[src/rtl/jacobi_stencil_sweep_defines.svh]
// Assertion macros for the Jacobi stencil sweep block.
// Used by the top level only; needs no other file.
`ifndef JACOBI_STENCIL_SWEEP_DEFINES_SVH
`define JACOBI_STENCIL_SWEEP_DEFINES_SVH
`ifndef SYNTHESIS
// Condition and consequence in the same cycle.
`define JSS_ASSERT_SAME(label, clk, rst, cond, impl, msg) \
   label: assert property (@(posedge clk) disable iff (rst) (cond) |-> (impl)) \
      else $error(msg);
// Consequence in the cycle after the condition.
`define JSS_ASSERT_NEXT(label, clk, rst, cond, impl, msg) \
   label: assert property (@(posedge clk) disable iff (rst) (cond) |=> (impl)) \
      else $error(msg);
`else
`define JSS_ASSERT_SAME(label, clk, rst, cond, impl, msg)
`define JSS_ASSERT_NEXT(label, clk, rst, cond, impl, msg)
`endif
`endif

[src/rtl/jss_pkg.sv]
// Shared constants, types and register codes of the Jacobi stencil sweep.
// Depends on nothing; every RTL module imports it.
`default_nettype none

package jss_pkg;

   localparam int MAX_COLS    = 1024;
   localparam int MAX_ROWS    = 1024;
   localparam int LINE_DEPTH  = MAX_COLS + 2;
   localparam int COL_W       = $clog2(LINE_DEPTH);
   localparam int ROW_W       = $clog2(MAX_ROWS + 2);

   localparam int SIZE_W      = 11;
   localparam int THRESH_W    = 31;
   localparam int CSR_DATA_W  = 31;
   localparam int CSR_INDEX_W = 2;
   localparam int SAMPLE_W    = 32;
   localparam int CHANGE_W    = 31;
   localparam int SUM_W       = SAMPLE_W + 2;

   localparam logic [CSR_INDEX_W-1:0] CSR_COLS_IN_USE = 2'd0;
   localparam logic [CSR_INDEX_W-1:0] CSR_ROWS_IN_USE = 2'd1;
   localparam logic [CSR_INDEX_W-1:0] CSR_THRESHOLD   = 2'd2;

   localparam logic [SIZE_W-1:0]   COLS_RESET   = 11'd1024;
   localparam logic [SIZE_W-1:0]   ROWS_RESET   = 11'd1024;
   localparam logic [THRESH_W-1:0] THRESH_RESET = 31'd1073742;

   typedef logic signed [SAMPLE_W-1:0] sample_type;
   typedef logic [CHANGE_W-1:0]        change_type;

   typedef enum logic [1:0] {
      FETCH_IDLE,
      FETCH_OLD,
      FETCH_WINDOW
   } refetch_state_type;

   // Position decode and line buffer addressing for the current request.
   typedef struct packed {
      logic             has_result;
      logic             is_last;
      logic             sweep_end;
      logic             col_zero;
      logic             take_old;
      logic [COL_W-1:0] wr_addr;
      logic [COL_W-1:0] rd_cur_addr;
      logic [COL_W-1:0] rd_above_addr;
   } scan_type;

   // The up, left and right neighbours and the old value of the point being updated.
   typedef struct packed {
      sample_type up;
      sample_type left;
      sample_type right;
      sample_type old;
   } window_type;

   // Contents of the stage between the averaging and the change logic.
   typedef struct packed {
      logic       has_result;
      logic       is_last;
      logic       sweep_end;
      sample_type new_value;
      sample_type old_value;
   } stage_type;

endpackage

`default_nettype wire

[src/rtl/jss_scan_ctrl.sv]
// Raster position counters, size clamping and line buffer addressing.
// Also holds the refetch sequencer run after a register write. Uses jss_pkg.
`default_nettype none

module jss_scan_ctrl (
   input  logic                       clock,
   input  logic                       reset,
   input  logic [jss_pkg::SIZE_W-1:0] cfg_cols,
   input  logic [jss_pkg::SIZE_W-1:0] cfg_rows,
   input  logic                       csr_write,
   input  logic                       accept,
   output logic                       busy,
   output jss_pkg::scan_type          scan
);
   import jss_pkg::*;

   logic [COL_W-1:0]  col_ff, col_in, ecols, col_halo, col_pos, col_next, fetch_col;
   logic [ROW_W-1:0]  row_ff, row_in, erows, row_halo, row_pos, row_next;
   logic [COL_W:0]    right_wide;
   logic              fetch_old, take_old;
   refetch_state_type state_ff, state_in;

   always_comb begin
      if (cfg_cols == '0) begin
         ecols = COL_W'(1);
      end else if (int'(cfg_cols) > MAX_COLS) begin
         ecols = COL_W'(MAX_COLS);
      end else begin
         ecols = COL_W'(cfg_cols);
      end
      if (cfg_rows == '0) begin
         erows = ROW_W'(1);
      end else if (int'(cfg_rows) > MAX_ROWS) begin
         erows = ROW_W'(MAX_ROWS);
      end else begin
         erows = ROW_W'(cfg_rows);
      end
   end

   assign col_halo = ecols + COL_W'(1);
   assign row_halo = erows + ROW_W'(1);
   assign col_pos  = (col_ff > col_halo) ? col_halo : col_ff;
   assign row_pos  = (row_ff > row_halo) ? row_halo : row_ff;

   always_comb begin
      if (col_pos == col_halo) begin
         col_next = '0;
         row_next = (row_pos == row_halo) ? '0 : row_pos + ROW_W'(1);
      end else begin
         col_next = col_pos + COL_W'(1);
         row_next = row_pos;
      end
   end

   assign col_in = accept ? col_next : col_ff;
   assign row_in = accept ? row_next : row_ff;

   always_ff @(posedge clock) begin
      if (reset) begin
         col_ff <= '0;
         row_ff <= '0;
      end else begin
         col_ff <= col_in;
         row_ff <= row_in;
      end
   end

   // Next state of the refetch sequencer.
   always_comb begin
      if (csr_write) begin
         state_in = FETCH_OLD;
      end else begin
         case (state_ff)
            FETCH_OLD:    state_in = FETCH_WINDOW;
            FETCH_WINDOW: state_in = FETCH_IDLE;
            FETCH_IDLE:   state_in = FETCH_IDLE;
            default:      state_in = FETCH_IDLE;
         endcase
      end
   end

   // Outputs of the refetch sequencer.
   always_comb begin
      case (state_ff)
         FETCH_OLD: begin
            busy      = 1'b1;
            fetch_old = 1'b1;
            take_old  = 1'b0;
         end
         FETCH_WINDOW: begin
            busy      = 1'b1;
            fetch_old = 1'b0;
            take_old  = 1'b1;
         end
         default: begin
            busy      = 1'b0;
            fetch_old = 1'b0;
            take_old  = 1'b0;
         end
      endcase
   end

   always_ff @(posedge clock) begin
      if (reset) begin
         state_ff <= FETCH_IDLE;
      end else begin
         state_ff <= state_in;
      end
   end

   // The read ports look one position ahead, so that the data for the next
   // request is waiting in the read registers when it arrives.
   assign fetch_col  = accept ? col_next : col_pos;
   assign right_wide = {1'b0, fetch_col} + (COL_W + 1)'(1);

   always_comb begin
      scan.has_result    = (row_pos >= ROW_W'(2)) && (col_pos != '0) && (col_pos <= ecols);
      scan.is_last       = (row_pos == row_halo) && (col_pos == ecols);
      scan.sweep_end     = (row_pos == row_halo) && (col_pos == col_halo);
      scan.col_zero      = (col_pos == '0);
      scan.take_old      = take_old;
      scan.wr_addr       = col_pos;
      scan.rd_above_addr = fetch_col;
      if (fetch_old) begin
         scan.rd_cur_addr = col_pos;
      end else if (right_wide > (COL_W + 1)'(LINE_DEPTH - 1)) begin
         scan.rd_cur_addr = '0;
      end else begin
         scan.rd_cur_addr = right_wide[COL_W-1:0];
      end
   end

endmodule

`default_nettype wire

[config.mk]
export PLATFORM = sky130hd
export DESIGN_NAME = jss_scan_ctrl
export DESIGN_NICKNAME = d
export VERILOG_FILES = /design/src/rtl/jacobi_stencil_sweep_defines.svh /design/src/rtl/jss_pkg.sv /design/src/rtl/jss_scan_ctrl.sv
export SDC_FILE = /design/constraint.sdc
export NUM_CORES = 1
export LEC_CHECK = 0
export BUFFER_PORTS_ARGS = -buffer_cell sky130_fd_sc_hd__buf_2
export CORE_MARGIN = 2
export CORE_UTILIZATION = 50
export CTS_CLUSTER_DIAMETER = 120
export CTS_CLUSTER_SIZE = 10
export DETAILED_ROUTE_END_ITERATION = 7
export PLACE_DENSITY = 0.71
export RECOVER_POWER = 50
export SLEW_MARGIN = 0
export SYNTH_ARGS = -nofsm -noshare
export SYNTH_HDL_FRONTEND = slang
export SYNTH_SLANG_ARGS = --single-unit
[constraint.sdc]
create_clock -name clock -period 14.5 [get_ports clock]
set_input_delay 2.175 -clock clock [delete_from_list [all_inputs] [get_ports clock]]
set_output_delay 2.175 -clock clock [all_outputs]
set_load 0.05 [all_outputs]
Yosys cells after proc, flatten, opt, wreduce, memory -nomap -nowiden. Index checks and enable logic that the tools add are counted.

Add/subtract/negate cells: 5. $lt $le $gt $ge: 7. Eq/ne operators: 5. Mux-type cells: 17. Reduce and logical (&&, ||, !) cells: 10.

Operator list (count): $mux W11 (12); $add A11 B1 Y11 const B (4); $eq A11 B11 Y1 (3); $logic_not A11 Y1 (3); $gt A11 B11 Y1 (2); $gt A11 B11 Y1 const B (2); $add A11 B1 Y12 const B (1); $gt A12 B11 Y1 const B (1); $ge A11 B2 Y1 const B (1); $le A11 B11 Y1 (1); $reduce_bool A11 Y1 (1); $logic_and A1 B1 Y1 (4); $mux W1 (4); $reduce_or A2 Y1 (2); $eq A2 B1 Y1 const B (1); $eq A2 B2 Y1 const B (1); $mux W2 (1).

Register bits: 24. Input bits: 26. Output and inout port bits: 39. Word-level logic and storage cells: 48.

Logic depth before layout (Yosys ltp).
Depth after elaboration: 13. Gate-level depth with buffers: 34. Mapped depth without buffers: 31.

Least setup slack after synthesis. No wires, ideal clock.

Path type: input to output. Start point: input port cfg_cols[7] (netlist bit). End point: output port scan[12] (netlist bit). Data arrival time: 11.350 ns. Required time: 12.325 ns. Path slack: 0.975 ns. Stages on the path: 34. Path buffers: 3. Path through: nor4_1 > nand3_2 > a21oi_1 > ha_1 > buf_6 > nand2_1 > or4_4 > and2_1 > a21oi_1 > inv_1 > ha_1 > nand4_1 > a211oi_1 > a2111oi_4 > buf_6 > nor3_1 > a21o_1 > inv_1 > ha_1 > a21oi_1 > and4_4 > nor3_2 > clkbuf_1 > nand2_1 > o21ai_0 > ha_1 > or4b_1 > a211oi_1 > nor2_1 > nor4_4 > a2bb2oi_1 > a2111oi_4 > a21oi_1 > o22ai_1.

RTL lines: start: declaration (RTL line jss_scan_ctrl.sv:8) `input logic [jss_pkg::SIZE_W-1:0] cfg_cols,`; end: declaration (RTL line jss_scan_ctrl.sv:13) `output jss_pkg::scan_type scan`.

==> impl_metrics.csv <==
group,metric,value,unit
die,io-pin-count,65,
synth,synth-compound-area-share,27.8,%
placement,io_buffers,64,
synth,synthArstFlopShare,0,%
power,seq_power_share,24.2,%
clocking,cts_tree,"built",
route,wl_per_cell,18.4,um
clocking,clock-sinks,24,
setup_path,criticalPathCategory,"in2out",
power,p_leak,0.00217,uW
clocking,htree_levels,1,
placement,dp_cells,798,
layout,nNetsFinal,762,
setup_path,end_kind,"output port",
min_path,hold_class,"reg2reg",
setup_path,crit_start,"cfg_cols[6]",
synth,synthAdderAreaFrac,11.6,%
synth,synthCells,646,
synth,synth_area,0.00473,mm2
setup_path,cp.arrival,11490,ps
synth,synth_area_leaders,"ha_1 (12%), dfxtp_1 (10%), xnor2_1 (7.4%)",
clocking,clock_path_buffers,2,
synth,synth_nets,716,
timing,finalSetupViolCount,0,
synth,ys.flop_type,"dfxtp_1",
clocking,cts_setup_buffers,0,
setup_path,crit_path_end,"scan[12]",
route,num_vias,5241,
die,chipHeight,101,um
placement,post-place-ws,686,ps
timing,tightestPinTransition,1090,ps
route,drt-total-wl,14.8,mm
timing,hold_viol_final,0,
layout,syn2layout_area_growth,8.23,%
timing,grt_setup_unrepaired,"false",
setup_path,critPathLaunchType,"input port",
route,ant_nets,0,
power,p_sw_share,47.1,%
status,status,"finished, final reports clean",
timing,fin_skew,4.21,ps
route,drtIter0Drc,486,
global_route,overflow,0,
clocking,clk_pin_slew,90,ps
power,power.internal,155,uW
synth,ys_ff_latch,24,
setup_path,cp.buffers_inverters,4,
global_route,grt_max_degree,27,
synth,avgSynthCellArea,7.32,um2
run,maxCapViolations,0,
layout,stdcell_count,802,
global_route,grt_pass1_wl,23.7,mm
die,rows,35,
power,power_switching,137,uW
timing,max_freq,73.2,MHz
timing,tns,0,ps
synth,synth_edf_count,0,
placement,post-dp-hpwl,11.8,mm
route,vias_per_cell,6.53,
timing,period_share,94.2,%
timing,slew_viol_final,0,
setup_path,r2r_slack,8690,ps
timing,period_needed,13660,ps
synth,synth_simple_gate_area_share,30.5,%
die,start_util,51.4,%
die,die_w,101,um
die,core_area,0.00920,mm2
setup_path,reg2reg_to,"row_ff[6]",
setup_path,crit_fanout,16,
setup_path,required,12320,ps
setup_path,reg2reg_from,"col_ff[3]",
power,power_frac_clock,21.1,%
layout,antenna_cells,0,
power,power_frac_comb,54.6,%
setup_path,cpPeakStageDelay,580,ps
synth,synthTopCellsByCount,"inv_1 (55), nor2_1 (50), nand2_1 (46)",
synth,synth-seq-area-share,10.2,%
synth,synth_top_area_share,11.6,%
die,die_area,0.0103,mm2
synth,synthMostInstantiatedCell,"inv_1",
timing,final.setup.worst_slack,838,ps
synth,yosysWarnings,0,
layout,utilization,55.7,%
route,firstDrtPassIters,5,
synth,synth_mux_area_share,2.57,%
synth,synth.distinct_cells,90,
clocking,cts_root_buffer,"clkbuf_8",
clocking,cts-buffers-inserted,3,
route,drc,0,
synth,synth_top_family_by_area,"simple AND/OR/NAND/NOR gates",
synth,synth_largest_area_cell,"ha_1",
setup_path,crit_cells,33,
setup_path,worst_path_max_delay_cell,"nor3_4",
power,ir_drop,70.8,uV
setup_path,rr_worst_depth,15,
setup_path,cpLargestDelayFamily,"simple AND/OR/NAND/NOR gates",
clocking,clkLatencyLatePin,280,ps
layout,layout-drive-gt1-share,14.2,%
global_route,grt_usage,28.2,%
global_route,first_global_vias,4690,
timing,relSlewSlack,27.3,%
power,power.density,57.0,mW/mm2
synth,synth-xor-area-share,9.73,%
global_route,antenna_found_initial,0,
placement,gp_congestion,1.01,
## area by class of cell
type | count | area (um2)
inverters | 57 | 214
fillers | 891 | 4080
clock inverters | 1 | 30.0
clock buffers | 3 | 41.3
well taps | 111 | 139
multi-input cells | 539 | 3880
flip-flops and latches | 24 | 480
repair buffers | 67 | 330
## worst min-delay path by stage
stage | start | to | slack [ps] | cells past startpoint
after CTS | row_ff[0] | row_ff[0] | 530 | 2
after detailed placement | row_ff[0] | row_ff[0] | 520 | 2
after floorplan | row_ff[0] | row_ff[0] | 470 | 2
final | row_ff[0] | row_ff[0] | 530 | 2
after global routing | row_ff[0] | row_ff[0] | 550 | 2
after global placement | row_ff[0] | row_ff[0] | 510 | 2
## power groups by stage
stage	clock network [uW]	logic (uW)	registers (uW)
2_1_floorplan	0	121	70.8
6_report	61.6	160	70.8
3_3_place_gp	0	155	72.2
5_1_grt	65.5	172	71.1
3_5_place_dp	0	157	72.1
4_1_cts	62.3	158	70.6
## worst reg2reg max path, stage by stage, from the launching register on
cell	delay (ps)
dfxtp_1	640
ha_1	230
nand4_1	130
a211oi_1	440
a2111o_1	470
nand2_1	290
a21o_1	290
inv_1	200
ha_1	300
nor3_1	670
or2_0	530
nand2_1	280
a21oi_2	160
or4b_4	490
or4b_1	520
o211ai_1	100
## timing repair
action / 4_1_cts / 5_1_grt
endpoints found under the setup margin: 0 / 11
gates resized for setup: 0 / 1
hold buffers: 0 / 0
## cells by family (layout without fill, tap and decap cells)
family / Yosys count / count (layout)
DFF: 24 / 24
adders and majority gates: 44 / 44
xor gates and xnor gates: 51 / 51
buffers and inverters: 83 / 128
muxes: 11 / 11
and+or+nand+nor: 255 / 255
AOI/OAI and AO/OA: 178 / 178
## stage by stage
step	hold slack (ps)	power (uW)	area, um2
after floorplan	474	192	4730
after global placement	508	227	5070
after detailed placement	517	229	5070
after CTS	530	291	5140
after global routing	553	308	5120
final	528	292	5120
## layout by cell type (no fill, tap or decap), drive strengths merged, types with 5 or more instances in the layout
cell type,count
nor2b,6
nor3,28
o31ai,6
and2,10
a22o,6
nand3,23
and3,13
o211ai,6
o21a,15
nand4b,5
dfxtp,24
a21o,8
nand4,17
or3,9
o21ai,37
a211oi,6
nor2,52
mux2i,5
xnor2,40
o22ai,5
a21oi,37
nand2,47
clkbuf,13
or4,7
nand2b,5
a22oi,12
inv,55
mux2,6
nor4,15
buf,57
xor2,10
ha,44
## registers in the layout (all words and copies together) (netlist names)
register / flops
state_ff: 2
col_ff: 11
row_ff: 11
## per-layer routing
metal / track usage (%) / vias up / routed length [um] / share of wire (%)
met2: 43.1 / 250 / 6470 / 44
met4: 5.30 / 0 / 237 / 1.6
met3: 4.55 / 23 / 1250 / 8.5
met1: 41.8 / 2487 / 6810 / 46
met5: 0 / - / 0 / 0
li1: - / 2481 / - / -
No activity file was read; power rests on OpenSTA's default activity.
