File: config.mk
export PLATFORM = sky130hd
export DESIGN_NAME = jss_change_unit
export DESIGN_NICKNAME = d
export VERILOG_FILES = /design/src/rtl/jacobi_stencil_sweep_defines.svh /design/src/rtl/jss_pkg.sv /design/src/rtl/jss_change_unit.sv
export SDC_FILE = /design/constraint.sdc
export NUM_CORES = 1
export LEC_CHECK = 0
export BUFFER_PORTS_ARGS = -buffer_cell sky130_fd_sc_hd__buf_4
export CORE_MARGIN = 8
export CORE_UTILIZATION = 40
export DETAILED_ROUTE_END_ITERATION = 8
export SYNTH_ARGS = -nofsm -noshare
export SYNTH_HDL_FRONTEND = slang
export SYNTH_SLANG_ARGS = --single-unit
File: constraint.sdc
create_clock -name clock -period 18.9 [get_ports clock]
set_input_delay 3.78 -clock clock [delete_from_list [all_inputs] [get_ports clock]]
set_output_delay 3.78 -clock clock [all_outputs]
set_load 0.05 [all_outputs]
File: src/rtl/jacobi_stencil_sweep_defines.svh
// Assertion macros for the Jacobi stencil sweep block.
// Used by the top level only; needs no other file.
`ifndef JACOBI_STENCIL_SWEEP_DEFINES_SVH
`define JACOBI_STENCIL_SWEEP_DEFINES_SVH
`ifndef SYNTHESIS
// Condition and consequence in the same cycle.
`define JSS_ASSERT_SAME(label, clk, rst, cond, impl, msg) \
   label: assert property (@(posedge clk) disable iff (rst) (cond) |-> (impl)) \
      else $error(msg);
// Consequence in the cycle after the condition.
`define JSS_ASSERT_NEXT(label, clk, rst, cond, impl, msg) \
   label: assert property (@(posedge clk) disable iff (rst) (cond) |=> (impl)) \
      else $error(msg);
`else
`define JSS_ASSERT_SAME(label, clk, rst, cond, impl, msg)
`define JSS_ASSERT_NEXT(label, clk, rst, cond, impl, msg)
`endif
`endif

File: src/rtl/jss_pkg.sv
// Shared constants, types and register codes of the Jacobi stencil sweep.
// Depends on nothing; every RTL module imports it.
`default_nettype none

package jss_pkg;

   localparam int MAX_COLS    = 1024;
   localparam int MAX_ROWS    = 1024;
   localparam int LINE_DEPTH  = MAX_COLS + 2;
   localparam int COL_W       = $clog2(LINE_DEPTH);
   localparam int ROW_W       = $clog2(MAX_ROWS + 2);

   localparam int SIZE_W      = 11;
   localparam int THRESH_W    = 31;
   localparam int CSR_DATA_W  = 31;
   localparam int CSR_INDEX_W = 2;
   localparam int SAMPLE_W    = 32;
   localparam int CHANGE_W    = 31;
   localparam int SUM_W       = SAMPLE_W + 2;

   localparam logic [CSR_INDEX_W-1:0] CSR_COLS_IN_USE = 2'd0;
   localparam logic [CSR_INDEX_W-1:0] CSR_ROWS_IN_USE = 2'd1;
   localparam logic [CSR_INDEX_W-1:0] CSR_THRESHOLD   = 2'd2;

   localparam logic [SIZE_W-1:0]   COLS_RESET   = 11'd1024;
   localparam logic [SIZE_W-1:0]   ROWS_RESET   = 11'd1024;
   localparam logic [THRESH_W-1:0] THRESH_RESET = 31'd1073742;

   typedef logic signed [SAMPLE_W-1:0] sample_type;
   typedef logic [CHANGE_W-1:0]        change_type;

   typedef enum logic [1:0] {
      FETCH_IDLE,
      FETCH_OLD,
      FETCH_WINDOW
   } refetch_state_type;

   // Position decode and line buffer addressing for the current request.
   typedef struct packed {
      logic             has_result;
      logic             is_last;
      logic             sweep_end;
      logic             col_zero;
      logic             take_old;
      logic [COL_W-1:0] wr_addr;
      logic [COL_W-1:0] rd_cur_addr;
      logic [COL_W-1:0] rd_above_addr;
   } scan_type;

   // The up, left and right neighbours and the old value of the point being updated.
   typedef struct packed {
      sample_type up;
      sample_type left;
      sample_type right;
      sample_type old;
   } window_type;

   // Contents of the stage between the averaging and the change logic.
   typedef struct packed {
      logic       has_result;
      logic       is_last;
      logic       sweep_end;
      sample_type new_value;
      sample_type old_value;
   } stage_type;

endpackage

`default_nettype wire

File: src/rtl/jss_change_unit.sv
// Saturated absolute change, running sweep maximum and convergence test.
// Fed by the averaging stage of the top level; uses jss_pkg.
`default_nettype none

module jss_change_unit (
   input  logic                         clock,
   input  logic                         reset,
   input  logic                         advance,
   input  logic                         stage_valid,
   input  jss_pkg::stage_type           stage,
   input  logic [jss_pkg::THRESH_W-1:0] threshold,
   output jss_pkg::change_type          change,
   output jss_pkg::change_type          sweep_max,
   output logic                         converged
);
   import jss_pkg::*;

   logic signed [SAMPLE_W:0] diff_pos, diff_neg;
   logic [SAMPLE_W:0]        mag;
   change_type               running_max_ff, running_max_in;

   // Both differences are formed side by side and the non-negative one kept.
   assign diff_pos = (SAMPLE_W + 1)'(stage.old_value) - (SAMPLE_W + 1)'(stage.new_value);
   assign diff_neg = (SAMPLE_W + 1)'(stage.new_value) - (SAMPLE_W + 1)'(stage.old_value);
   assign mag      = diff_pos[SAMPLE_W] ? diff_neg : diff_pos;
   assign change   = (|mag[SAMPLE_W:CHANGE_W]) ? '1 : mag[CHANGE_W-1:0];

   assign sweep_max = (change > running_max_ff) ? change : running_max_ff;
   assign converged = stage.is_last && (sweep_max < threshold);

   always_comb begin
      running_max_in = running_max_ff;
      if (advance && stage_valid) begin
         if (stage.sweep_end) begin
            running_max_in = '0;
         end else if (stage.has_result) begin
            running_max_in = sweep_max;
         end
      end
   end

   always_ff @(posedge clock) begin
      if (reset) begin
         running_max_ff <= '0;
      end else begin
         running_max_ff <= running_max_in;
      end
   end

endmodule

`default_nettype wire

# --- Yosys cells after proc, flatten, opt, wreduce, memory -nomap -nowiden ---
# Cells that the tools add are included.
totals:
  reg_bits: 31
  inputBits: 102
  out_inout_bits: 63
  word_cells: 15
op_classes:
  n_addsub: 2
  magnitude_cmp: 2
  n_mux: 5
  n_reduce_logical: 5
op_table:
  columns: ["operator", "count"]
  rows:
  - ["$mux 31", 4]
  - ["$sub 32x32->33", 2]
  - ["$mux 33", 1]
  - ["$gt 31x31->1", 1]
  - ["$lt 31x31->1", 1]
  - ["$logic_and 1x1->1", 2]
  - ["$reduce_and 2->1", 1]
  - ["$reduce_bool 2->1", 1]
  - ["$reduce_or 2->1", 1]

# --- Depth between registers and ports, before layout ---
# Gate-level depths: netlist (run 1).
depth:
  depth_word: 8
  ltp_mapped: 36

# --- Least setup slack after synthesis (run 1) ---
# No wires, ideal clock.
synth_timing:
  path_type: "input to output"
  startpoint: "input port stage[0] in the netlist's numbering"
  endpoint: "output port converged"
  arrival_ps: 12056
  required_ps: 15120
  path_slack_ps: 3064
  cell_stages: 31
  n_path_buf: 2
  path_cell_list: "inv_1 ha_1 fa_1 nand3b_1 a21o_1 a211oi_1 o21a_2 nor3_4 a211oi_1 o211ai_1 a21oi_1 mux2i_1 ha_1 nand2_1 nor3_1 and3_1 a21oi_1 a22o_1 clkbuf_1 clkbuf_1 o21ai_0 ha_1 a21o_1 a21o_1 a21o_1 a21oi_1 nor2b_1 o21ai_0 nand4b_1 or4_1 a21oi_1"
synth_between:
  elab_chain_cells: 8
  elab_cells_between_ends: 9
  cone_classes: "add/sub (2); order compare (2); mux (3); reduce/logical (2)"
synth_rtl:
  columns: ["item", "line", "text"]
  rows:
  - ["from (decl)", "jss_change_unit.sv:10", "input jss_pkg::stage_type stage,"]
  - ["$sub 32x32->33, on equally long branches", "jss_change_unit.sv:23, jss_change_unit.sv:24", null]
  - ["$mux 33 *", "jss_change_unit.sv:25", "assign mag = diff_pos[SAMPLE_W] ? diff_neg : diff_pos;"]
  - ["$reduce_or 2->1", "jss_change_unit.sv:26", "assign change = (|mag[SAMPLE_W:CHANGE_W]) ? '1 : mag[CHANGE_W-1:0];"]
  - ["$mux 31 *", "jss_change_unit.sv:26", null]
  - ["named net change[27]", "jss_change_unit.sv:12", "output jss_pkg::change_type change,"]
  - ["$gt 31x31->1 *", "jss_change_unit.sv:28", "assign sweep_max = (change > running_max_ff) ? change : running_max_ff;"]
  - ["$mux 31 *", "jss_change_unit.sv:28", null]
  - ["named net sweep_max[9]", "jss_change_unit.sv:13", "output jss_pkg::change_type sweep_max,"]
  - ["$lt 31x31->1 *", "jss_change_unit.sv:29", "assign converged = stage.is_last && (sweep_max < threshold);"]
  - ["$logic_and 1x1->1 *", "jss_change_unit.sv:29", null]
  - ["to (decl)", "jss_change_unit.sv:14", "output logic converged"]
# Mark *: on every way through the listed nets, which the timed path passes. The rest lies on a longest branch.

# --- Final worst setup path (run 1) ---
layout_timing:
  startpoint: "input port stage[18] in the netlist's numbering"
  endpoint: "output port converged"
layout_between:
  elab_chain_cells: 8
  elab_cells_between_ends: 9
  cone_classes: "add/sub (2); order compare (2); mux (3); reduce/logical (2)"
layout_rtl:
  columns: ["item", "line"]
  rows:
  - ["$sub 32x32->33, on equally long branches", "jss_change_unit.sv:23, jss_change_unit.sv:24"]
  - ["$mux 33 *", "jss_change_unit.sv:25"]
  - ["$reduce_or 2->1", "jss_change_unit.sv:26"]
  - ["$mux 31 *", "jss_change_unit.sv:26"]
  - ["$gt 31x31->1", "jss_change_unit.sv:28"]
  - ["$mux 31 *", "jss_change_unit.sv:28"]
  - ["$lt 31x31->1 *", "jss_change_unit.sv:29"]
  - ["$logic_and 1x1->1 *", "jss_change_unit.sv:29"]
# Every way passes the cells marked *; elsewhere a longest branch is shown, timed or not.

==> results.yml, run 1 <==
final_layout:
  num-fill-cells: 1816
  reg_top3: "running_max_ff x31"
  syn2layout_area_growth_pct: 21.2
  nNetsFinal: 1329
  antenna_cells: 0
  drive_gt1_frac: 0.199
  largest_register_ff_count: 31
  largest-register: "running_max_ff"
drt:
  drc_errors: 0
  detail_route.iter0.violations: 465
  first_pass_iters: 5
  routedWlPerCell_um: 17.0
  totalWireLength_um: 22500
  vias: 7310
  ant_nets: 0
  vias_per_cell: 5.51
synth:
  synth.yosys.seq_area_share: 0.0898
  synth_edf_count: 0
  synth_top_cells_by_area: "ha_1 (23%), dfxtp_1 (9.0%), inv_1 (7.8%)"
  ys_ff_latch: 31
  ys.flop_type: "dfxtp_1"
  synth_top_area_frac: 0.226
  syn_area_um2: 6910
  syn-instance-count: 969
  synth_top_area_cell: "ha_1"
  syn_area_per_cell_um2: 7.13
  async_flop_share: 0
  synth_cell_types: 67
  synth_fp_nets: 1198
  yosys_warnings: 0
cts:
  cts_htree_levels: 2
  cts_sinks: 31
  cts_buffers: 5
  cts_setup_buffers: 0
  worstSkewPairLatency_ns: 0.28
  cts.clk_slew.worst_paths_ns: 0.05
  cts-resized-gates: 0
  cts_tree: "done"
  postCtsHoldBufs: 0
  max-clock-path-buffers: 2
  cts_root_buf: "clkbuf_16"
grt:
  grt_start_max_net_pins: 34
  antenna_found_initial: 0
  grtUsageTotal: 0.203
  first_global_vias: 7289
  grt_pass1_wl_um: 37100
  grt.overflow.total: 0
sta:
  setup_tns_ns: 0
  rsz0062_at_grt: "false"
  post-route-min-period_ns: 16.12
  slew_violations: 0
  setup_ws_ns: 2.78
  fmax_ghz: 0.0621
  clock_skew_ns: 0.00688
  relSlewSlack: 0.250
  finalSetupViolations: 0
  worst_pin_slew_ns: 1.12
  hold_violations: 0
  fin_crit_sh: 0.853
floorplanning:
  core_um2: 17100
  start_util: 0.404
  rows: 48
  die-area_um2: 21700
  num_io_pins: 165
  die_w_um: 147
  fp.dieH_um: 147
power_and_ir_drop:
  cellPowerDensity_nw_per_um2: 86.4
  vdd_ir_drop_max_uv: 61.2
  total_power_uw: 723
  p_leak_nw: 4.07
run:
  maxCapViolations: 0
place:
  hpwl_um: 19200
  port_buffers: 164
  pre_cts_ws_ns: 2.84
  globalplace.congestion: 0.914
worst_setup_path:
  path_common_cell: "a21o_1"
  critPathKind: "input port to output pin"
  slowest_stage: "nand3_1"
  startpoint_type: "input port"
  required_ns: 15.12
  critPathMaxFanout: 20
  slowest_delay_ns: 0.84
  endpoint_kind: "output pin"
  critical_path_arrival_ns: 12.34
outcome:
  status: "completed"
min_path:
  hold_class: "flop to flop"
-- layout make-up --
class	count	area [um^2]	area share
multi-input combinational	749	5530	0.660
timing repair buffer	168	1260	0.151
sequential	31	621	0.0741
inverter	145	544	0.0650
tap	225	282	0.0336
clock buffer	7	133	0.0158
clock inverter	1	5.00	0.000597
-- power breakdown --
group	switching (mW)	internal [mW]
clock network	0.0284	0.0486
logic	0.377	0.196
registers	0.00313	0.0705
total	0.408	0.315
-- worst paths after layout --
kind,endpoint,slack (ns),startpoint,cells past startpoint
setup reg to reg,running_max_ff[12],15.00,running_max_ff[4],13
hold reg to reg,running_max_ff[9],0.46,running_max_ff[9],2
hold / removal,running_max_ff[9],0.46,running_max_ff[9],2
setup / recovery,converged,2.78,stage[18],33
-- critical path: cells and delay by family --
kind	cells	cell delay [ns]
buffers and inverters	4	0.43
muxes	2	0.72
adders and majority gates	3	1.01
xor gates and xnor gates	1	0.14
and+or+nand+nor	9	2.88
AOI/OAI and AO/OA	14	3.33
-- logic make-up (layout without fill, tap and decap cells) --
logic type | after synthesis | in the layout | share of synthesized area
AND/OR/NAND/NOR | 239 | 239 | 0.173
buffers and inverters | 189 | 321 | 0.110
XOR/XNOR | 25 | 25 | 0.0317
AO/OA/AOI/OAI | 321 | 321 | 0.306
multiplexers | 37 | 37 | 0.0578
flip-flops | 31 | 31 | 0.0898
adder cells (fa/ha/maj) | 127 | 127 | 0.232
-- placed cells by master, fill, tap and decap left out, types with 15 or more instances in the layout --
cell type	n
a21o_1	39
a21oi_1	94
a22o_1	19
buf_4	168
dfxtp_1	31
ha_1	125
inv_1	144
mux2_2	23
nand2_1	78
nand4_1	26
nor2_1	48
nor2b_1	16
nor3_1	20
o21ai_0	52
o21bai_1	15
-- through the flow --
step           std cells  area (um^2)  utilization  hold slack (ns)
5_1_grt             1326         8380        0.489            0.498
3_5_place_dp        1318         8240        0.481            0.454
3_3_place_gp        1318         8240        0.481            0.451
6_report            1326         8380        0.489            0.459
4_1_cts             1326         8380        0.489            0.462
2_1_floorplan        969         6910            -            0.437
-- synthesized netlist by cell type (all sizes together) (6+ instances only) --
| cell | n |
|---|---|
| inv | 145 |
| a22oi | 7 |
| o21bai | 15 |
| xnor2 | 14 |
| and2 | 7 |
| clkbuf | 24 |
| ha | 125 |
| buf | 20 |
| nor2 | 48 |
| a21o | 39 |
| a2111oi | 6 |
| a21oi | 95 |
| dfxtp | 31 |
| nand3 | 11 |
| mux2i | 14 |
| o21ai | 57 |
| o21a | 14 |
| nor3 | 25 |
| nand4 | 26 |
| a211oi | 10 |
| o31ai | 7 |
| mux2 | 23 |
| xor2 | 11 |
| o211ai | 9 |
| a221oi | 6 |
| nand2 | 78 |
| a22o | 19 |
| nor2b | 16 |
| a31oi | 11 |
-- metal layers --
layer / part of all wire / track usage / up-vias / wire length (um)
met5: 0 / 0 / - / 0
met4: 0.019 / 0.0479 / 0 / 427
met3: 0.052 / 0.0309 / 31 / 1160
met2: 0.45 / 0.330 / 201 / 10100
met1: 0.48 / 0.277 / 3391 / 10800
li1: - / - / 3687 / -
Power figures use the tool's default switching activity.
==> inputs of run 2 (changes only) <==
--- a/config.mk
+++ b/config.mk
@@ -5,10 +5,9 @@
 export SDC_FILE = /design/constraint.sdc
 export NUM_CORES = 1
 export LEC_CHECK = 0
-export BUFFER_PORTS_ARGS = -buffer_cell sky130_fd_sc_hd__buf_4
-export CORE_MARGIN = 8
 export CORE_UTILIZATION = 40
 export DETAILED_ROUTE_END_ITERATION = 8
+export DONT_BUFFER_PORTS = 1
 export SYNTH_ARGS = -nofsm -noshare
 export SYNTH_HDL_FRONTEND = slang
 export SYNTH_SLANG_ARGS = --single-unit
==> run 2 against run 1 <==
Effect of this change: sequential cell count stayed put; wire length down 4.8%; final area fell by 13%; cell count fell by 12%; die area is 18% lower; non-clock buffer count decreased by 155; global-route usage up 3.7 points; first-iteration DRC count down 2.8%; maximum frequency is 1.8% lower; hold slack improved by 0.0066 ns; largest cell class unchanged.
==> results.yml, run 2 (synthesis gave the netlist of run 1 again) <==
outcome:
  status: "completed"
sta:
  worst_pin_slew_ns: 1.12
  fmax_ghz: 0.0609
  setup_tns_ns: 0
  setup_ws_ns: 2.48
  clock_skew_ns: 0.00482
  post-route-min-period_ns: 16.42
  relSlewSlack: 0.253
  slew_violations: 0
  rsz0062_at_grt: "false"
  hold_violations: 0
  fin_crit_sh: 0.869
  finalSetupViolations: 0
drt:
  vias_per_cell: 5.87
  totalWireLength_um: 21400
  drc_errors: 0
  vias: 6846
  ant_nets: 0
  routedWlPerCell_um: 18.4
  first_pass_iters: 5
  detail_route.iter0.violations: 452
cts:
  cts_sinks: 31
  cts_root_buf: "clkbuf_16"
  cts_buffers: 5
  cts_htree_levels: 2
  cts.clk_slew.worst_paths_ns: 0.05
  worstSkewPairLatency_ns: 0.28
  max-clock-path-buffers: 2
  postCtsHoldBufs: 0
  cts-resized-gates: 0
  cts_setup_buffers: 0
  cts_tree: "done"
power_and_ir_drop:
  p_leak_nw: 3.36
  p_sw_uw: 395
  clkPwrFrac: 0.141
  cellPowerDensity_nw_per_um2: 92.7
  seqPwrFrac: 0.110
  switching_share: 0.588
  combPwrFrac: 0.750
  vdd_ir_drop_max_uv: 60.6
  p_int_uw: 277
floorplanning:
  die_w_um: 133
  die-area_um2: 17800
  start_util: 0.414
  fp.dieH_um: 133
  num_io_pins: 165
  core_um2: 16700
  rows: 47
worst_setup_path:
  critical_path_arrival_ns: 12.64
  endpoint_kind: "output pin"
  startpoint_type: "input port"
  startpoint: "stage[18]"
  slowest_delay_ns: 0.91
  slowest_stage: "o21ai_1"
  r2r-start: "running_max_ff[4]"
  critPathKind: "input port to output pin"
  critPathMaxFanout: 20
  required_ns: 15.12
grt:
  grt_use_met2: 0.404
  grtUsageMet3: 0.0274
  antenna_found_initial: 0
  grtUsageTotal: 0.241
  use_met1: 0.325
  grt.overflow.total: 0
  busiest_layer: "met2"
  first_global_vias: 6664
  grt_start_max_net_pins: 34
  grt_pass1_wl_um: 34500
final_layout:
  drive_gt1_frac: 0.0708
  final_util: 0.434
  reg_top3: "running_max_ff x31"
  fin_cells: 1166
  syn2layout_area_growth_pct: 4.89
  antenna_cells: 0
  num-fill-cells: 1769
  multi_input_area_um2: 5540
  largest_register_ff_count: 31
  final_common_cell: "inv_1"
  fin_area_um2: 7250
  seq_area_um2: 621
  final_cell_mix: "inv_1 (144), ha_1 (125), a21oi_1 (94)"
  nNetsFinal: 1174
  largest-register: "running_max_ff"
run:
  maxCapViolations: 0
place:
  hpwl_um: 18000
  dpl_cell_area_um2: 7070
  placed_cells: 1158
  port_buffers: 0
  pre_cts_ws_ns: 2.50
  globalplace.congestion: 0.905
min_path:
  min-delay-start: "running_max_ff[9]"
  hold_class: "flop to flop"
-- run 2: changes by cell type in the layout (fill, tap and decap cells not counted), sizes merged --
cell    previous run  this run
buf              168        13
bufinv             0         1
clkbuf             7         6
-- run 2: metrics by stage --
stage	hold WS, ns	total power, mW
final	0.466	0.672
after global routing	0.491	0.718
after CTS	0.465	0.673
after detailed placement	0.458	0.575
after global placement	0.451	0.574
after floorplan	0.437	0.480
-- run 2: power by group through the flow --
stage | clock network (mW) | registers (mW) | logic [mW]
2_1_floorplan | 0 | 0.0739 | 0.406
3_3_place_gp | 0 | 0.0748 | 0.500
3_5_place_dp | 0 | 0.0749 | 0.501
4_1_cts | 0.0960 | 0.0736 | 0.503
5_1_grt | 0.0980 | 0.0742 | 0.546
6_report | 0.0945 | 0.0737 | 0.503
-- run 2: cell type report --
| class | count | area share |
|---|---|---|
| multi-input combinational | 749 | 0.764 |
| sequential | 31 | 0.0856 |
| inverter | 145 | 0.0751 |
| tap | 220 | 0.0380 |
| clock buffer | 6 | 0.0192 |
| timing repair buffer | 13 | 0.0135 |
| clock inverter | 2 | 0.00483 |
-- run 2: critical path: cells and delay by family --
| family | cells | cell delay, ns |
|---|---|---|
| mux | 1 | 0.45 |
| simple gates | 9 | 3.00 |
| fa+ha+maj | 3 | 1.37 |
| xor+xnor | 1 | 0.19 |
| buf+inv | 2 | 0.24 |
| compound gates | 14 | 3.58 |
-- run 2: per-layer routing --
layer  vias to the layer above  part of all wire  wire length (um)
met3                        33             0.062              1340
met4                         0             0.022               461
met5                         -                 0                 0
met1                      3158              0.46              9850
met2                       267              0.46              9790
li1                       3388                 -                 -
-- run 2: final timing paths --
path                         to  slack, ns  cells past startpoint
max                   converged       2.48                     30
min           running_max_ff[9]       0.47                      2
max reg2reg  running_max_ff[13]      14.93                     13
min reg2reg   running_max_ff[9]       0.47                      2
==> inputs of run 3 (changes only) <==
--- a/config.mk
+++ b/config.mk
@@ -5,9 +5,11 @@
 export SDC_FILE = /design/constraint.sdc
 export NUM_CORES = 1
 export LEC_CHECK = 0
+export ABC_AREA = 1
 export CORE_UTILIZATION = 40
 export DETAILED_ROUTE_END_ITERATION = 8
 export DONT_BUFFER_PORTS = 1
+export REMOVE_ABC_BUFFERS = 1
 export SYNTH_ARGS = -nofsm -noshare
 export SYNTH_HDL_FRONTEND = slang
 export SYNTH_SLANG_ARGS = --single-unit
==> run 3 against run 2 <==
Effect of this change: clock power grew 0.8%; hold slack worse by 0.0099 ns; worst setup slack improved by 0.54 ns; utilization down 0.68 points; non-clock buffer count decreased by 1; critical path type unchanged; largest cell class unchanged; largest power group unchanged.
==> results.yml, run 3 <==
sta:
  setup_ws_ns: 3.02
  clock_skew_ns: 0.00596
  rsz0062_at_grt: "false"
  hold_slack_ns: 0.456
  fmax_ghz: 0.0630
  post-route-min-period_ns: 15.88
  relSlewSlack: 0.277
  fin_crit_sh: 0.840
  finalSetupViolations: 0
  hold_violations: 0
  setup_tns_ns: 0
  slew_violations: 0
  worst_pin_slew_ns: 1.08
synth:
  synth.yosys.seq_area_share: 0.0845
  synth_top_area_frac: 0.213
  ys_ff_latch: 31
  synth_top_area_cell: "ha_1"
  synth_edf_count: 0
  yosys_warnings: 0
  synth_cell_types: 48
  synth_top_cells_by_area: "ha_1 (21%), nand2_1 (18%), inv_1 (10%)"
  syn_area_um2: 7340
  syn-instance-count: 1210
  ys_top_cells_by_count: "nand2_1 (358), inv_1 (202), a21oi_1 (138), ha_1 (125), nor2_1 (58)"
  async_flop_share: 0
  syn_area_per_cell_um2: 6.07
  synthMostInstantiatedCell: "nand2_1"
  ys.flop_type: "dfxtp_1"
final_layout:
  drive_gt1_frac: 0.0979
  largest_register_ff_count: 31
  nNetsFinal: 1423
  syn2layout_area_growth_pct: 4.52
  num-fill-cells: 1960
  largest-register: "running_max_ff"
  reg_top3: "running_max_ff x31"
  antenna_cells: 0
  final_cell_mix: "nand2_1 (358), inv_1 (201), a21oi_1 (138)"
  final_common_cell: "nand2_1"
  final_util: 0.427
grt:
  grt_start_max_net_pins: 39
  first_global_vias: 6979
  antenna_found_initial: 0
  grtUsageTotal: 0.243
  grt_pass1_wl_um: 35600
  grt.overflow.total: 0
floorplanning:
  core_um2: 18000
  num_io_pins: 165
  rows: 49
  die-area_um2: 18900
  die_w_um: 137
  fp.dieH_um: 137
  start_util: 0.409
drt:
  first_pass_iters: 5
  totalWireLength_um: 22600
  routedWlPerCell_um: 15.9
  ant_nets: 0
  drc_errors: 0
  vias: 7509
  vias_per_cell: 5.27
  detail_route.iter0.violations: 404
power_and_ir_drop:
  vdd_ir_drop_max_uv: 69.9
  p_leak_nw: 3.93
  cellPowerDensity_nw_per_um2: 90.7
  total_power_uw: 696
cts:
  cts_sinks: 31
  cts_htree_levels: 2
  cts_setup_buffers: 0
  cts-resized-gates: 0
  cts.clk_slew.worst_paths_ns: 0.05
  cts_tree: "done"
  max-clock-path-buffers: 2
  postCtsHoldBufs: 0
  cts_root_buf: "clkbuf_16"
  cts_buffers: 5
  worstSkewPairLatency_ns: 0.28
worst_setup_path:
  critical_path_arrival_ns: 12.10
  path_common_cell: "nand2_1"
  rrSetupSlack_ns: 15.43
  critPathMaxFanout: 38
  slowest_delay_ns: 0.80
  critPathKind: "input port to output pin"
  slowest_stage: "a21oi_1"
  r2r-start: "running_max_ff[30]"
  endpoint_kind: "output pin"
  reg2reg_to: "running_max_ff[10]"
  startpoint_type: "input port"
  reg2regPathDepth: 15
  required_ns: 15.12
outcome:
  status: "completed"
place:
  hpwl_um: 19400
  globalplace.congestion: 1.00
  pre_cts_ws_ns: 3.00
  port_buffers: 0
min_path:
  holdPathEnd: "running_max_ff[22]"
  min-delay-start: "running_max_ff[22]"
  holdPathStages: 2
  hold_class: "flop to flop"
run:
  maxCapViolations: 0
## run 3: cell types whose count changed after synthesis, sizes merged, moves of 14 or more
cell / change
a21o: -30
a21oi: +57
a22o: -19
clkbuf: -14
inv: +66
mux2: -23
nand2: +293
nand3: +26
nand4: -22
nor2: +14
nor2b: -16
nor3: -16
o21ai: +33
## run 3: worst max-delay path: cells and delay by family
family	cells	cell delay (ns)
buf+inv	6	1.60
simple gates	20	2.96
compound gates	6	2.38
fa+ha+maj	3	1.32
## run 3: cell families (layout without fill, tap and decap cells)
family / after synthesis / in the layout / synth area share
DFF: 31 / 31 / 0.0845
buffers and inverters: 246 / 231 / 0.138
muxes: 3 / 3 / 0.00409
adders and majority gates: 127 / 127 / 0.219
xor gates and xnor gates: 22 / 22 / 0.0262
AOI/OAI and AO/OA: 291 / 291 / 0.246
and+or+nand+nor: 490 / 490 / 0.282
## run 3: metal layers
metal	part of all wire	track usage	wire length (um)
met1	0.46	0.321	10500
met2	0.45	0.406	10100
met5	0	0	0
met3	0.067	0.0338	1510
met4	0.024	0.0751	535
## run 3: area by class of cell
type                            count  area (um^2)  share of cell area
Multi-Input combinational cell    933         5710               0.744
Inverter                          211          795               0.104
Sequential cell                    31          621              0.0809
Tap cell                          229          287              0.0373
Clock buffer                        6          139              0.0181
Timing Repair Buffer               12         90.1              0.0117
Clock inverter                      2         35.0             0.00457
## run 3: how the worst max path moves through the flow
stage / from / slack (ns) / to
after floorplan: stage[0] / 3.62 / converged
after global placement: stage[11] / 3.11 / converged
after detailed placement: stage[11] / 3.00 / converged
after CTS: stage[11] / 3.00 / converged
after global routing: stage[11] / 2.22 / converged
final: stage[11] / 3.02 / converged
## run 3: where the power goes
part	internal (mW)	switching, mW	total (mW)	leakage, nW
combinational	0.126	0.403	0.529	3.59
sequential	0.0696	0.00208	0.0717	0.252
clock	0.0655	0.0298	0.0953	0.0868
total	0.261	0.435	0.696	3.93
## run 3: per-stage QoR
stage | instances | area [um^2]
6_report | 1424 | 7670
2_1_floorplan | 1175 | 7120
5_1_grt | 1424 | 7670
3_5_place_dp | 1416 | 7500
4_1_cts | 1424 | 7670
3_3_place_gp | 1416 | 7500
